--- config.mk ---
export PLATFORM = sky130hd
export DESIGN_NAME = ssmuc_ctrl
export DESIGN_NICKNAME = d
export VERILOG_FILES = /design/src/hw/rtl/ssmuc_pkg.sv /design/src/hw/rtl/ssmuc_ctrl.sv
export SDC_FILE = /design/constraint.sdc
export NUM_CORES = 1
export LEC_CHECK = 0
export BUFFER_PORTS_ARGS = -buffer_cell sky130_fd_sc_hd__buf_4
export CAP_MARGIN = 20
export CORE_AREA = 5 5 42 44
export CTS_CLUSTER_SIZE = 10
export DETAILED_ROUTE_END_ITERATION = 8
export DIE_AREA = 0 0 47 49
export PLACE_DENSITY = 0.42
export SLEW_MARGIN = 25
export SYNTH_ARGS = -nofsm -noshare
export SYNTH_HDL_FRONTEND = slang
export SYNTH_SLANG_ARGS = --single-unit
--- constraint.sdc ---
create_clock -name clk -period 1 [get_ports clk]
set_input_delay 0.1 -clock clk [delete_from_list [all_inputs] [get_ports clk]]
set_output_delay 0.1 -clock clk [all_outputs]
set_load 0.01 [all_outputs]
--- src/hw/rtl/ssmuc_pkg.sv ---
package ssmuc_pkg;

  localparam int unsigned MAX_CAPACITY_DEF = 1024;

  localparam int unsigned CAP_W = 11;
  localparam int unsigned WT_W  = 16;
  localparam int unsigned SUM_W = 11;

  localparam logic [CAP_W-1:0] CAP_RESET = 11'd1024;

  typedef enum logic [2:0] {
    ST_CLEAR,
    ST_IDLE,
    ST_UPD,
    ST_DRAIN,
    ST_RES_RD,
    ST_RES_WAIT
  } state_t;

  // controller -> datapath
  typedef struct packed {
    logic accept;    // take the input word
    logic rd_go;     // read row[w], row[w-wt], step w down
    logic rd_cap;    // read row[cap]
    logic out_load;  // move row[cap] into the output register
    logic clr_en;    // zero one row entry
  } cmd_t;

  // datapath -> controller
  typedef struct packed {
    logic upd_ok;     // incoming weight is nonzero and fits the capacity
    logic in_last;    // incoming word closes the set
    logic step_last;  // w has reached the weight
    logic item_last;  // held word closes the set
    logic out_free;   // output register can take a word this cycle
    logic clr_done;   // clear pointer is on the top entry
  } sts_t;

endpackage

--- src/hw/rtl/ssmuc_ctrl.sv ---
module ssmuc_ctrl
  import ssmuc_pkg::*;
(
  input  logic   clk,
  input  logic   rst_n,
  input  logic   in_valid,
  input  sts_t   sts,
  output logic   in_ready,
  output cmd_t   cmd
);

  state_t state_r;
  state_t state_nxt;

  always_ff @(posedge clk) begin
    if (!rst_n) begin
      state_r <= ST_CLEAR;
    end else begin
      state_r <= state_nxt;
    end
  end

  always_comb begin
    state_nxt = state_r;
    unique case (state_r)
      ST_CLEAR: begin
        if (sts.clr_done) state_nxt = ST_IDLE;
      end
      ST_IDLE: begin
        if (in_valid) begin
          if (sts.upd_ok)       state_nxt = ST_UPD;
          else if (sts.in_last) state_nxt = ST_RES_RD;
        end
      end
      ST_UPD: begin
        if (sts.step_last) state_nxt = ST_DRAIN;
      end
      ST_DRAIN: begin
        state_nxt = sts.item_last ? ST_RES_RD : ST_IDLE;
      end
      ST_RES_RD: begin
        state_nxt = ST_RES_WAIT;
      end
      ST_RES_WAIT: begin
        if (sts.out_free) state_nxt = ST_CLEAR;
      end
      default: state_nxt = ST_CLEAR;
    endcase
  end

  always_comb begin
    in_ready = 1'b0;
    cmd      = '0;
    unique case (state_r)
      ST_CLEAR: begin
        cmd.clr_en = 1'b1;
      end
      ST_IDLE: begin
        in_ready   = 1'b1;
        cmd.accept = in_valid;
      end
      ST_UPD: begin
        cmd.rd_go = 1'b1;
      end
      ST_DRAIN: begin
      end
      ST_RES_RD: begin
        cmd.rd_cap = 1'b1;
      end
      ST_RES_WAIT: begin
        cmd.out_load = sts.out_free;
      end
      default: begin
      end
    endcase
  end

endmodule

# == After elaboration in Yosys (flattened, before gate mapping) ==
# Index checks and enable logic that the tools add are counted.
# word_totals
elab_cells,27
out_inout_bits,6
register_bits,3
# classes
reduce_logical,2
mux,14
n_eq_ne,10
# op_table
op,count
$mux W3,7
$pmux W3 S6,1
$ne A2 B2 Y1 const B,4
$eq A3 B2 Y1 const B,2
$eq A3 B3 Y1 const B,2
$mux W1,6
$reduce_and A5 Y1,1
$eq A3 B1 Y1 const B,1
$logic_not A3 Y1,1
$ne A3 B3 Y1 const B,1

# == Depth between registers and ports, before layout ==
# Gate-level depths: netlist of the first run.
# depth
word_depth,4
depth_mapped,5
depth_no_buf,4

# == Worst setup path after synthesis of the first run ==
# Ideal clock, no wire load.
# synth_timing
path_type,flip-flop to flip-flop
from,reg state_r[0]
to,reg state_r[1]
arrival_time_ps,1013
t_required_ps,935
synth_period_minus_slack_ps,1079
slack_ps,-79
setup_time_ps,65
stages_incl_launch_ff,5
path_cell_list,dfxtp_1 -> nor3b_2 -> and2_2 -> a21oi_1 -> nor2b_1
# synth_between
elab_chain_cells,3
word_cells_on_any_way,13
classes_between,eq/ne: 10; mux: 1; reduce/logical: 2
# synth_lines
item,line,text
start: declaration,ssmuc_ctrl.sv:12,state_t state_r;
start signal: assignment,ssmuc_ctrl.sv:19,state_r <= state_nxt;
$eq A3 B1 Y1 (tied with other cells),ssmuc_ctrl.sv:25,unique case (state_r)
$ne A3 B3 Y1 (no line) / $ne A2 B2 Y1 (equally long branches),-,
$reduce_and A5 Y1 (no line),-,
# Several ways; a longest one is shown, not always the timed one.
# A chain may end at the register's enable or synchronous reset.

==> summary.md, run 1 <==
| Metric | Value |
|---|---|
| Status | finished, violations left |
| Violated checks | setup timing |
| Number of global-route vias before repair | 385 |
| Worst flop-to-flop path endpoint | state_r[0]$_SDFFE_PN0P_ |
| DRC viols | 0 |
| Internal power | 980.5 uW |
| Die Wd | 47 microns |
| Largest area contributor in the netlist | dfxtp_1 |
| FF-to-FF setup slack | -140 ps |
| Leak pwr | 0.0002572 uW |
| Most frequent CP cell | buf_6 |
| VDD IR-drop max | 0.001188 V |
| Overall Global Routing Usage | 9.225% |
| Final WS setup | -180.1 ps |
| Crit share post-route | 118.0% |
| ANT cells | 0 |
| Asr flop ratio synth | 0% |
| Reg area | 71.32 sq um |
| Initial DRC count | 5 |
| First-pass GRT wire length | 1573 microns |
| Placer congestion estimate | 0.7826 |
| Fin area | 601.8 sq um |
| Via count | 361 |
| Final Hold Viols | 0 |
| Non-filler cells, final | 78 |
| Initial antenna violation count | 0 |
| Post-DP HPWL | 756.7 microns |
| Die area | 2303 sq um |
| Hold path depth | 2 |
| CTS tree | done |
| Clock Tree Buf Depth | 2 |
| CTS H-tree lvls | 1 |
| Largest net degree at the start of global routing | 9 |
| WS Path Type | flip-flop to output pin |
| CP Max Fanout | 6 |
| IO Port Bufs | 14 |
| Placed Cells incl. Taps | 72 |
| Cts hold-fix bufs | 0 |
| R2R depth | 5 |
| Slowest cell delay on critical path | 360 ps |
| Cell Area, Synth | 294.0 sq um |
| Max-slew headroom | 89.27% |
| RR Startpoint | state_r[0]$_SDFFE_PN0P_ |
| Layout cells sized above 1 | 69.35% |
| Switching power | 560.3 uW |
| Max reg flops | 3 |
| Multi-input logic area | 265.3 sq um |
| Number of synthesized register bits | 3 |
| WHS Endpoint | state_r[1]$_SDFFE_PN0P_ |
| Clock power share | 13.2% |
| Final setup vio count | 9 |
| Max-cap viol count | 0 |
| Top-area cell type share of the netlist area | 20.43% |
| Clock Skew | 0.4528 ps |
| RSZ-0062 raised after global routing | yes |
| Worst-Skew Late Latency | 230 ps |
| Total core area | 1401 sq um |
| Slew Limit Fails | 0 |
| Drt total wl | 912 microns |
| WP data required | 900 ps |
| Ports | 15 |
| Placed Area | 501.7 sq um |
| Reg clk slew, reported paths | 30 ps |
| Max Clk Rate | 0.8474 GHz |
| Yosys warnings | 0 |
| Hold Crit Start | rst_n |
| Crit-path cells | buf_12 > buf_6 > nor3_4 > buf_6 |
| Reg with most FFs | state_r |
| Crit start category | flip-flop |
| Clock tree root driver cell | clkbuf_4 |
| Crit path arrival time | 1080 ps |
| CTS sink cnt | 3 |
| Sum Neg Setup Slack | -1189 ps |
| Dominant synthesized flop cell | dfxtp_1 |
| Area grow syn2layout | 104.7% |
| Average size of a mapped cell | 8.168 sq um |
| Synthesized Nets | 45 |
| Total power draw | 1541 uW |
| Cell Pwr Density | 2560 nW/um^2 |
| Num CTS Buffers | 3 |
| CP endpoint kind | output pin |
| Sequential area share after synthesis | 20.43% |
| Slowest-stage cell, CP | dfxtp_4 |
| Num rows | 14 |
| Pre-Repair DR Iteration Count | 4 |
| Largest regs | state_r (3) |
| Post-synth EDFFs | 0 |
| Routed wire per std cell | 11.69 microns |
| Final #Nets | 72 |
| Synth unique cells | 24 |
| Cell count after synthesis | 36 |
| Worst-margin pin slew | 159.3 ps |
| Final worst path period need | 1180 ps |
| Fill cells | 150 |
| Die height | 49 microns |
| Seq pwr share | 17.9% |
| Sw Ratio | 36.36% |
| Main area contributors after synthesis | dfxtp_1, nor3b_2, nor2b_1 |
| Logic pwr share | 68.9% |
| Vias/cell | 4.628 |
| Hold crit path type | primary input to flip-flop |
| Initial core utilization | 20.98% |
| Top cells by count, synth | dfxtp_1, nor2b_1, o21ai_0 |
| Routed Antenna Nets | 0 |
| Overflow after GRT | 0 |
## metrics by stage
| step | hold WS, ps | setup slack (ps) | utilization (%) |
|---|---|---|---|
| final | 121.4 | -180.1 | 42.95 |
| after floorplan | 228.0 | 0.1674 | - |
| after global placement | 352.9 | -117.2 | 35.80 |
| after CTS | 123.8 | -187.2 | 40.98 |
| after global routing | 140.1 | -244.2 | 42.95 |
| after detailed placement | 361.9 | -125.6 | 35.80 |
## how the worst max path moves through the flow
stage	from	end	slack (ps)	cells after the start
4_1_cts	state_r[0]$_SDFFE_PN0P_	cmd[4]	-190	3
5_1_grt	state_r[0]$_SDFFE_PN0P_	cmd[3]	-240	4
2_1_floorplan	state_r[0]$_SDFFE_PN0P_	state_r[0]$_SDFFE_PN0P_	0.2	5
6_report	state_r[0]$_SDFFE_PN0P_	cmd[3]	-180	4
3_3_place_gp	state_r[0]$_SDFFE_PN0P_	state_r[2]$_SDFFE_PN0P_	-120	5
3_5_place_dp	state_r[0]$_SDFFE_PN0P_	state_r[2]$_SDFFE_PN0P_	-130	5
## repair_timing
item                       in CTS  in global routing
setup buffers                   1                  1
pin swaps                       3                  1
setup endpoints to repair       9                  9
resized for setup              11                  5
## layer usage
layer,track usage [%],vias to the layer above,part of all wire (%)
li1,-,186,-
met1,9.670,167,37
met2,15.84,8,56
met3,2.952,0,6.7
met4,4.147,0,0
met5,0,-,0
## layout by cell type, fill, tap and decap left out
| master | netlist | routed |
|---|---|---|
| a21oi_1 | 2 | 1 |
| a21oi_2 | 0 | 1 |
| a31oi_1 | 2 | 2 |
| and2_1 | 1 | 1 |
| and2_4 | 0 | 1 |
| and3_1 | 1 | 1 |
| and3b_2 | 1 | 1 |
| buf_12 | 0 | 1 |
| buf_4 | 1 | 17 |
| buf_6 | 1 | 6 |
| clkbuf_1 | 0 | 1 |
| clkbuf_4 | 0 | 3 |
| dfxtp_4 | 0 | 3 |
| inv_2 | 0 | 1 |
| mux2i_1 | 1 | 1 |
| nand2_1 | 2 | 2 |
| nand2b_1 | 1 | 1 |
| nand3_1 | 1 | 1 |
| nand4b_1 | 1 | 1 |
| nor2b_1 | 3 | 2 |
| nor2b_4 | 0 | 1 |
| nor3_4 | 0 | 3 |
| nor3b_1 | 1 | 1 |
| nor3b_4 | 0 | 2 |
| o211ai_2 | 1 | 1 |
| o21ai_0 | 3 | 3 |
| o21ai_1 | 1 | 1 |
| o21ai_2 | 2 | 2 |
## power groups by stage
stage	Combinational, uW	Clock (uW)	Sequential (uW)
final	1060	204	275
after global routing	1150	236	287
after CTS	1030	214	274
after detailed placement	870	0	262
after global placement	867	0	262
after floorplan	527	0	219
## final cells by class
class                   count  share of cell area [%]
multi-input cells          30                   44.07
repair buffers             24                   35.76
flip-flops and latches      3                   11.85
inverters                   1                  0.6237
well taps                  16                   3.326
clock buffers               4                   4.366
## cells by family after synthesis
family                 count (synthesis)  synth area share (%)
AOI/OAI and AO/OA                     11                 24.68
buffers and inverters                  3                 7.659
DFF                                    3                 20.43
muxes                                  1                 3.404
and+or+nand+nor                       18                 43.84
## critical path, delay by kind of cell (launching register included)
| family | cells | cell delay (ps) |
|---|---|---|
| and+or+nand+nor | 1 | 130 |
| DFF | 1 | 360 |
| buffers and inverters | 3 | 370 |
Power figures use the tool's default switching activity.
==> run 2, diff against run 1 <==
--- a/config.mk
+++ b/config.mk
@@ -12,6 +12,7 @@
 export DETAILED_ROUTE_END_ITERATION = 8
 export DIE_AREA = 0 0 47 49
 export PLACE_DENSITY = 0.42
+export SETUP_SLACK_MARGIN = 0.4
 export SLEW_MARGIN = 25
 export SYNTH_ARGS = -nofsm -noshare
 export SYNTH_HDL_FRONTEND = slang
==> run 2 against run 1 <==
The flow still finishes with violations (setup timing). Clock skew is 1.1 ps higher. Cell area down 0.42%. Cell count up 1.3%. Fmax up 2.5%. Register-to-register slack better by 30 ps. Non-clock buffer count grew 1. Sequential power is 3% lower. Core utilization down 0.18 points. Global-route usage shrank 0.23 points. Count of clock-buffer cells in the layout unchanged. Critical path depth fell by 1. Critical endpoint is now cmd[4]. Largest power group unchanged.
==> summary.md, run 2 (synthesized netlist as in run 1, its figures left out) <==
| Metric | Value |
|---|---|
| Commonest cells after routing, fill and taps aside | buf_4, buf_6 |
| Largest net degree at the start of global routing | 8 |
| Pre-Repair DR Iteration Count | 2 |
| Cell Pwr Density | 2539 nW/um^2 |
| Final WS setup | -151.1 ps |
| CTS H-tree lvls | 1 |
| Crit share post-route | 115.1% |
| VDD IR-drop max | 0.001126 V |
| DRC viols | 0 |
| Number of global-route vias before repair | 356 |
| CTS tree | done |
| Worst-margin pin slew | 177.0 ps |
| Drt total wl | 927 microns |
| Most common cell after layout, fill and taps aside | buf_4 |
| IO Port Bufs | 14 |
| Clock Tree Buf Depth | 2 |
| Routed wire per std cell | 11.73 microns |
| CP endpoint kind | output pin |
| Die height | 49 microns |
| ANT cells | 0 |
| Area grow syn2layout | 103.8% |
| Violated checks | setup timing |
| Vias/cell | 4.633 |
| Initial DRC count | 2 |
| Non-filler cells, final | 79 |
| First-pass GRT wire length | 1524 microns |
| Ports | 15 |
| Num rows | 14 |
| Worst Setup SP | state_r[0]$_SDFFE_PN0P_ |
| Final #Nets | 73 |
| Reg with most FFs | state_r |
| Worst hold slack | 128.8 ps |
| RR Startpoint | state_r[0]$_SDFFE_PN0P_ |
| Max reg flops | 3 |
| Crit start category | flip-flop |
| Die Wd | 47 microns |
| Worst-Skew Late Latency | 230 ps |
| Overall Global Routing Usage | 8.995% |
| Layout cells sized above 1 | 73.02% |
| Clock tree root driver cell | clkbuf_4 |
| Crit path arrival time | 1050 ps |
| Routed Antenna Nets | 0 |
| Die area | 2303 sq um |
| Final Hold Viols | 0 |
| WS Path Type | flip-flop to output pin |
| Slew Limit Fails | 0 |
| Post-DP HPWL | 709.7 microns |
| Fill cells | 148 |
| Placed Cells incl. Taps | 69 |
| Leak pwr | 0.0002595 uW |
| Initial antenna violation count | 0 |
| Final setup vio count | 9 |
| Clock Skew | 1.595 ps |
| Max-cap viol count | 0 |
| Initial core utilization | 20.98% |
| Largest regs | state_r (3) |
| Placer congestion estimate | 0.7236 |
| Reg clk slew, reported paths | 40 ps |
| Hold Crit Start | rst_n |
| CTS sink cnt | 3 |
| Cts hold-fix bufs | 0 |
| Overflow after GRT | 0 |
| Hold crit path type | primary input to flip-flop |
| Total core area | 1401 sq um |
| Num CTS Buffers | 3 |
| CP Max Fanout | 7 |
| Max-slew headroom | 88.08% |
| Final worst path period need | 1151 ps |
| Max Clk Rate | 0.8687 GHz |
| RSZ-0062 raised after global routing | yes |
| WP data required | 900 ps |
| Status | finished, violations left |
| Via count | 366 |
run 2: cell types whose count changed in the layout (fill, tap and decap cells not counted), sizes merged:
cell / before / now
buf: 24 / 25
run 2: metal layers:
layer / GRT usage, % / vias to the layer above / wire length, microns
met4: 4.147 / 0 / 0
met1: 10.48 / 170 / 394
met3: 4.059 / 0 / 61
met2: 13.57 / 11 / 471
li1: - / 185 / -
met5: 0 / - / 0
run 2: cell type report:
| cell class | instances | area (sq um) | area share [%] |
|---|---|---|---|
| Multi-Input combinational cell | 30 | 264.0 | 44.05 |
| Tap cell | 16 | 20.02 | 3.340 |
| Timing Repair Buffer | 25 | 214.0 | 35.70 |
| Inverter | 1 | 3.754 | 0.6263 |
| Clock buffer | 4 | 26.28 | 4.384 |
| Sequential cell | 3 | 71.32 | 11.90 |
run 2: through the flow:
step	cell area, sq um	total power (uW)	util (%)	worst slack [ps]	setup TNS [ps]
after detailed placement	466.7	1006	33.30	-88.83	-307.2
after global routing	599.3	1638	42.77	-198.3	-1505
after global placement	466.7	996.4	33.30	-59.28	-184.1
after floorplan	326.6	745.8	-	0.1680	0
after CTS	575.6	1461	41.07	-157.8	-1133
final	599.3	1522	42.77	-151.1	-1052
run 2: critical path: stages (launching register included):
cell and delay, ps:
dfxtp_4 370, nor3b_4 190, and2_4 170, buf_6 90
run 2: power by group:
part	internal, uW	switching, uW
logic	642	406
clock network	149	57.1
registers	183	84.1
total	974	548
run 2: what timing repair did:
| item | in CTS | in global routing |
|---|---|---|
| gates resized for setup | 13 | 4 |
| hold endpoints to repair | 0 | 0 |
| pin swaps | 6 | 2 |
| setup buffers | 5 | 1 |
| gates cloned | 0 | 0 |
| endpoints found under the setup margin | 9 | 9 |
run 2: worst paths after layout:
check / to / slack [ps] / cells after the start
max: cmd[4] / -150 / 3
max reg2reg: state_r[2]$_SDFFE_PN0P_ / -110 / 5
min reg2reg: state_r[2]$_SDFFE_PN0P_ / 670 / 3
min: state_r[1]$_SDFFE_PN0P_ / 130 / 2
